**src/sv/mm3_pkg.sv**
```systemverilog
`default_nettype none

package mm3_pkg;

    localparam int WORD_W  = 32;
    localparam int LANES   = 4;
    localparam int BLOCK_B = 16;

    typedef logic [WORD_W-1:0] word_t;
    typedef word_t [LANES-1:0] quad_t;
    typedef logic [4:0] rot_t;
    typedef rot_t [LANES-1:0] rot_quad_t;

    localparam word_t MM_C1 = 32'h239b961b;
    localparam word_t MM_C2 = 32'hab0e9789;
    localparam word_t MM_C3 = 32'h38b34ae5;
    localparam word_t MM_C4 = 32'ha1e38b93;
    localparam word_t FM_M1 = 32'h85ebca6b;
    localparam word_t FM_M2 = 32'hc2b2ae35;

    // index 0 sits in the lowest word
    localparam quad_t PRE_MUL_A = {MM_C4, MM_C3, MM_C2, MM_C1};
    localparam quad_t PRE_MUL_B = {MM_C1, MM_C4, MM_C3, MM_C2};
    localparam rot_quad_t PRE_ROT  = {5'd18, 5'd17, 5'd16, 5'd15};
    localparam rot_quad_t LANE_ROT = {5'd13, 5'd15, 5'd17, 5'd19};
    localparam quad_t LANE_ADD = {32'h32ac3b17, 32'h96cd1c35, 32'h0bcaa747, 32'h561ccd1b};

    typedef enum logic [3:0] {
        ST_IDLE,
        ST_PRE1,
        ST_PRE2,
        ST_UPD_A,
        ST_UPD_B,
        ST_FIN_X,
        ST_FIN_C,
        ST_FMIX1,
        ST_FMIX2,
        ST_FMIX3,
        ST_FIN_OUT
    } state_t;

    function automatic word_t rotl32(word_t x, rot_t r);
        logic [5:0] rr;
        rr = 6'd32 - {1'b0, r};
        return (x << r) | (x >> rr);
    endfunction

endpackage

`default_nettype wire

```
**src/sv/mm3_premix.sv**
```systemverilog
`default_nettype none

module mm3_premix (
    input  wire logic          aclk,
    input  wire mm3_pkg::quad_t k_in,
    output mm3_pkg::quad_t     p_out
);

    mm3_pkg::quad_t s1_reg;
    mm3_pkg::quad_t s2_reg;

    for (genvar i = 0; i < mm3_pkg::LANES; i++) begin : g_lane
        mm3_pkg::word_t rot;

        assign rot = mm3_pkg::rotl32(s1_reg[i], mm3_pkg::PRE_ROT[i]);

        always_ff @(posedge aclk) begin
            s1_reg[i] <= k_in[i] * mm3_pkg::PRE_MUL_A[i];
            s2_reg[i] <= rot * mm3_pkg::PRE_MUL_B[i];
        end
    end

    assign p_out = s2_reg;

endmodule

`default_nettype wire

```
**config.mk**
```make
export PLATFORM = sky130hd
export DESIGN_NAME = mm3_premix
export DESIGN_NICKNAME = d
export VERILOG_FILES = /design/src/sv/mm3_pkg.sv /design/src/sv/mm3_premix.sv
export SDC_FILE = /design/constraint.sdc
export NUM_CORES = 2
export LEC_CHECK = 0
export ABC_AREA = 1
export BUFFER_PORTS_ARGS = -buffer_cell sky130_fd_sc_hd__buf_2
export CORE_ASPECT_RATIO = 2
export CORE_MARGIN = 10
export CORE_UTILIZATION = 40
export DETAILED_ROUTE_END_ITERATION = 8
export PLACE_DENSITY = 0.62
export SLEW_MARGIN = 20
export SYNTH_ARGS = -nofsm -noshare
export SYNTH_HDL_FRONTEND = slang
export SYNTH_SLANG_ARGS = --single-unit
```
**constraint.sdc**
```tcl
create_clock -name aclk -period 22.7 [get_ports aclk]
set_input_delay 6.81 -clock aclk [delete_from_list [all_inputs] [get_ports aclk]]
set_output_delay 6.81 -clock aclk [all_outputs]
set_load 0.02 [all_outputs]
```
==> flow_summary.toml <==
[outcome]
status = "complete, no violations"

[yosys]
yosysTopAreaCellShare_pct = 38.1
netlist_area_mm2 = 0.0733
ys_seq_area_share_pct = 6.99
netlist_instances = 7923
synth_area_leaders = "fa_1, ha_1, inv_1"
ys_types = 45
ys_seq_elements = 256
ys_warn_count = 0
yosysTopAreaCell = "fa_1"
syn_area_per_cell_um2 = 9.26
syn-num-nets = 10977

[drt]
wl_per_cell_um = 22.9
wirelength_um = 243000
ant_nets = 0
drtIter0Drc = 2038
drtPass1Iterations = 6
viasPerCell = 4.99
vias = 52925
drc = 0

[worst_setup_path]
critPathLaunchType = "primary input"
reg2reg_slack_ps = 15860
critPathCaptureType = "register"
crit_fanout = 9
rr_startpoint = "s1_reg[25]"
crit_arrival_ps = 13140
r2r-end = "p_out[26]"
reg2regPathDepth = 21
path_class = "primary input to register"
required_ps = 23260

[finish]
drive_gt1_share_pct = 4.55
multi_input_area_mm2 = 0.0589
regArea_mm2 = 0.00512
nNetsFinal = 11269
fill_cells = 17955
final_util_pct = 43.1
syn_to_final_growth_pct = 7.24

[placement]
io_buffers = 256
finalWeightedCongestion = 0.997
dp_hpwl_um = 224000

[flow_run]
cap_violations = 0

[grt]
overflow = 0
antenna_found_initial = 23
grt_pass1_vias = 61463
grt_max_degree = 16
grt_pass1_wl_um = 365000
grt.total_usage_pct = 24.4

[floorplan]
die_x_um = 323
die_h_um = 626
ios = 257
rows = 222
core_mm2 = 0.182
die-area_mm2 = 0.202
initial_core_util_pct = 40.2

[min_path]
hp-start = "s1_reg[49]"
hold-path-cell-count = 0
whs_endpoint = "p_out[33]"
hold_path.class = "register to register"

[timing]
setup-violations-final = 0
max_slew_margin_pct = 44.1
period_needed_ps = 12580
tns_ps = 0
hold_violations = 0
fin_crit_sh_pct = 55.4
skew_ps = 53.3
rsz0062_at_grt = "no"
max_freq_ghz = 0.0795
slew_viol_final = 0
worst_pin_slew_ps = 838

[cts]
postCtsSetupRepairBufs = 0
cts_tree = "yes"
numCtsBuffers = 28
clock_path_buffers = 3
root_buffer = "clkbuf_16"
hold_buffers = 0
clk_pin_slew_worst_paths_ps = 70
cts.sink_count = 256
clk_latency_ps = 680
cts_htree_levels = 1
cts.repair.resized = 0
==> cells in the final DEF (no fill, tap or decap), drive strengths merged, types with 4 or more instances in the layout <==
cell type / Yosys / routed
clkbuf: 1 / 31
or2: 6 / 6
a21o: 17 / 17
o211ai: 13 / 13
a221oi: 6 / 6
bufinv: 0 / 4
a21oi: 247 / 247
nor2: 206 / 206
nor3: 45 / 45
o21bai: 24 / 24
xor2: 193 / 193
inv: 2487 / 2494
ha: 1531 / 1531
clkinv: 0 / 6
o31ai: 6 / 6
buf: 0 / 263
nand3: 180 / 180
a31oi: 21 / 21
nand4: 43 / 43
diode: 0 / 14
a21boi: 4 / 4
dfxtp: 256 / 256
nand2: 901 / 901
a211oi: 7 / 7
o21a: 5 / 5
fa: 1394 / 1394
nand3b: 34 / 34
nor4: 7 / 7
o2111ai: 4 / 4
o21ai: 136 / 136
xnor2: 138 / 138
==> worst max-delay path, cell delays in order <==
cell and delay, ps:
buf_2 380, fa_1 510, ha_1 420, fa_1 570
fa_1 520, fa_1 500, inv_1 60, fa_1 530
inv_1 120, fa_1 510, inv_1 50, fa_1 540
inv_1 60, ha_1 370, inv_1 100, nor3_1 420
nand2_1 100, or2_1 250, nand3_1 140, inv_1 50
nand2_1 60, nand2_1 40
==> cell usage after synthesis (all sizes together) <==
cell / n
a21oi: 247
nand2b: 3
dfxtp: 256
a211oi: 7
nand3: 180
clkbuf: 1
o31ai: 6
o211ai: 13
inv: 2487
a21o: 17
o21ai: 136
nand4: 43
a31o: 3
and3: 1
nor3: 45
o21bai: 24
a31oi: 21
o221ai: 3
xnor2: 138
nor2: 206
nand2: 901
o21a: 5
a221oi: 6
nor3b: 1
a21boi: 4
ha: 1531
fa: 1394
nand3b: 34
xor2: 193
o2111ai: 4
nor4: 7
or2: 6
==> through the flow <==
stage	hold WS, ps	worst slack, ps	instance area [um^2]	instances
2_1_floorplan	487	10490	73300	7923
3_3_place_gp	420	9500	77600	10537
3_5_place_dp	430	9520	77600	10537
4_1_cts	441	10260	78600	10588
5_1_grt	433	10020	78600	10592
6_report	432	10120	78600	10602
==> layout make-up <==
class	instances	area share, %
timing repair buffer	263	1.70
tap	2352	3.74
multi-input combinational	5179	74.9
clock inverter	20	0.336
antenna	14	0.0445
inverter	2487	11.9
clock buffer	31	0.943
sequential	256	6.52
==> logic make-up after synthesis <==
group                      count (synthesis)  share of synthesized area, %
adders and majority gates               2925                          64.2
buffers and inverters                   2488                          12.7
and+or+nand+nor                         1427                          8.27
AOI/OAI and AO/OA                        496                          3.88
xor gates and xnor gates                 331                          3.95
DFF                                      256                          6.99
==> layer usage <==
metal,global-route usage (%),up-vias,share of wire [%]
met5,0,-,0.049
met4,20.3,16,10
li1,-,24539,-
met3,2.11,737,2.5
met2,49.9,1176,58
met1,20.5,26457,30
==> how the worst max path moves through the flow <==
stage               startpoint    endpoint  slack, ps  cells past startpoint
global route          k_in[51]  s1_reg[63]      10020                     22
global placement      k_in[51]  s1_reg[63]       9500                     22
detailed placement    k_in[51]  s1_reg[63]       9520                     22
floorplan             k_in[12]  s1_reg[30]      10490                     23
finish                k_in[51]  s1_reg[63]      10120                     22
CTS                   k_in[51]  s1_reg[63]      10260                     22
Power is not shown: default switching activity piles up to over one toggle a cycle in this logic, so the estimate is an artifact.
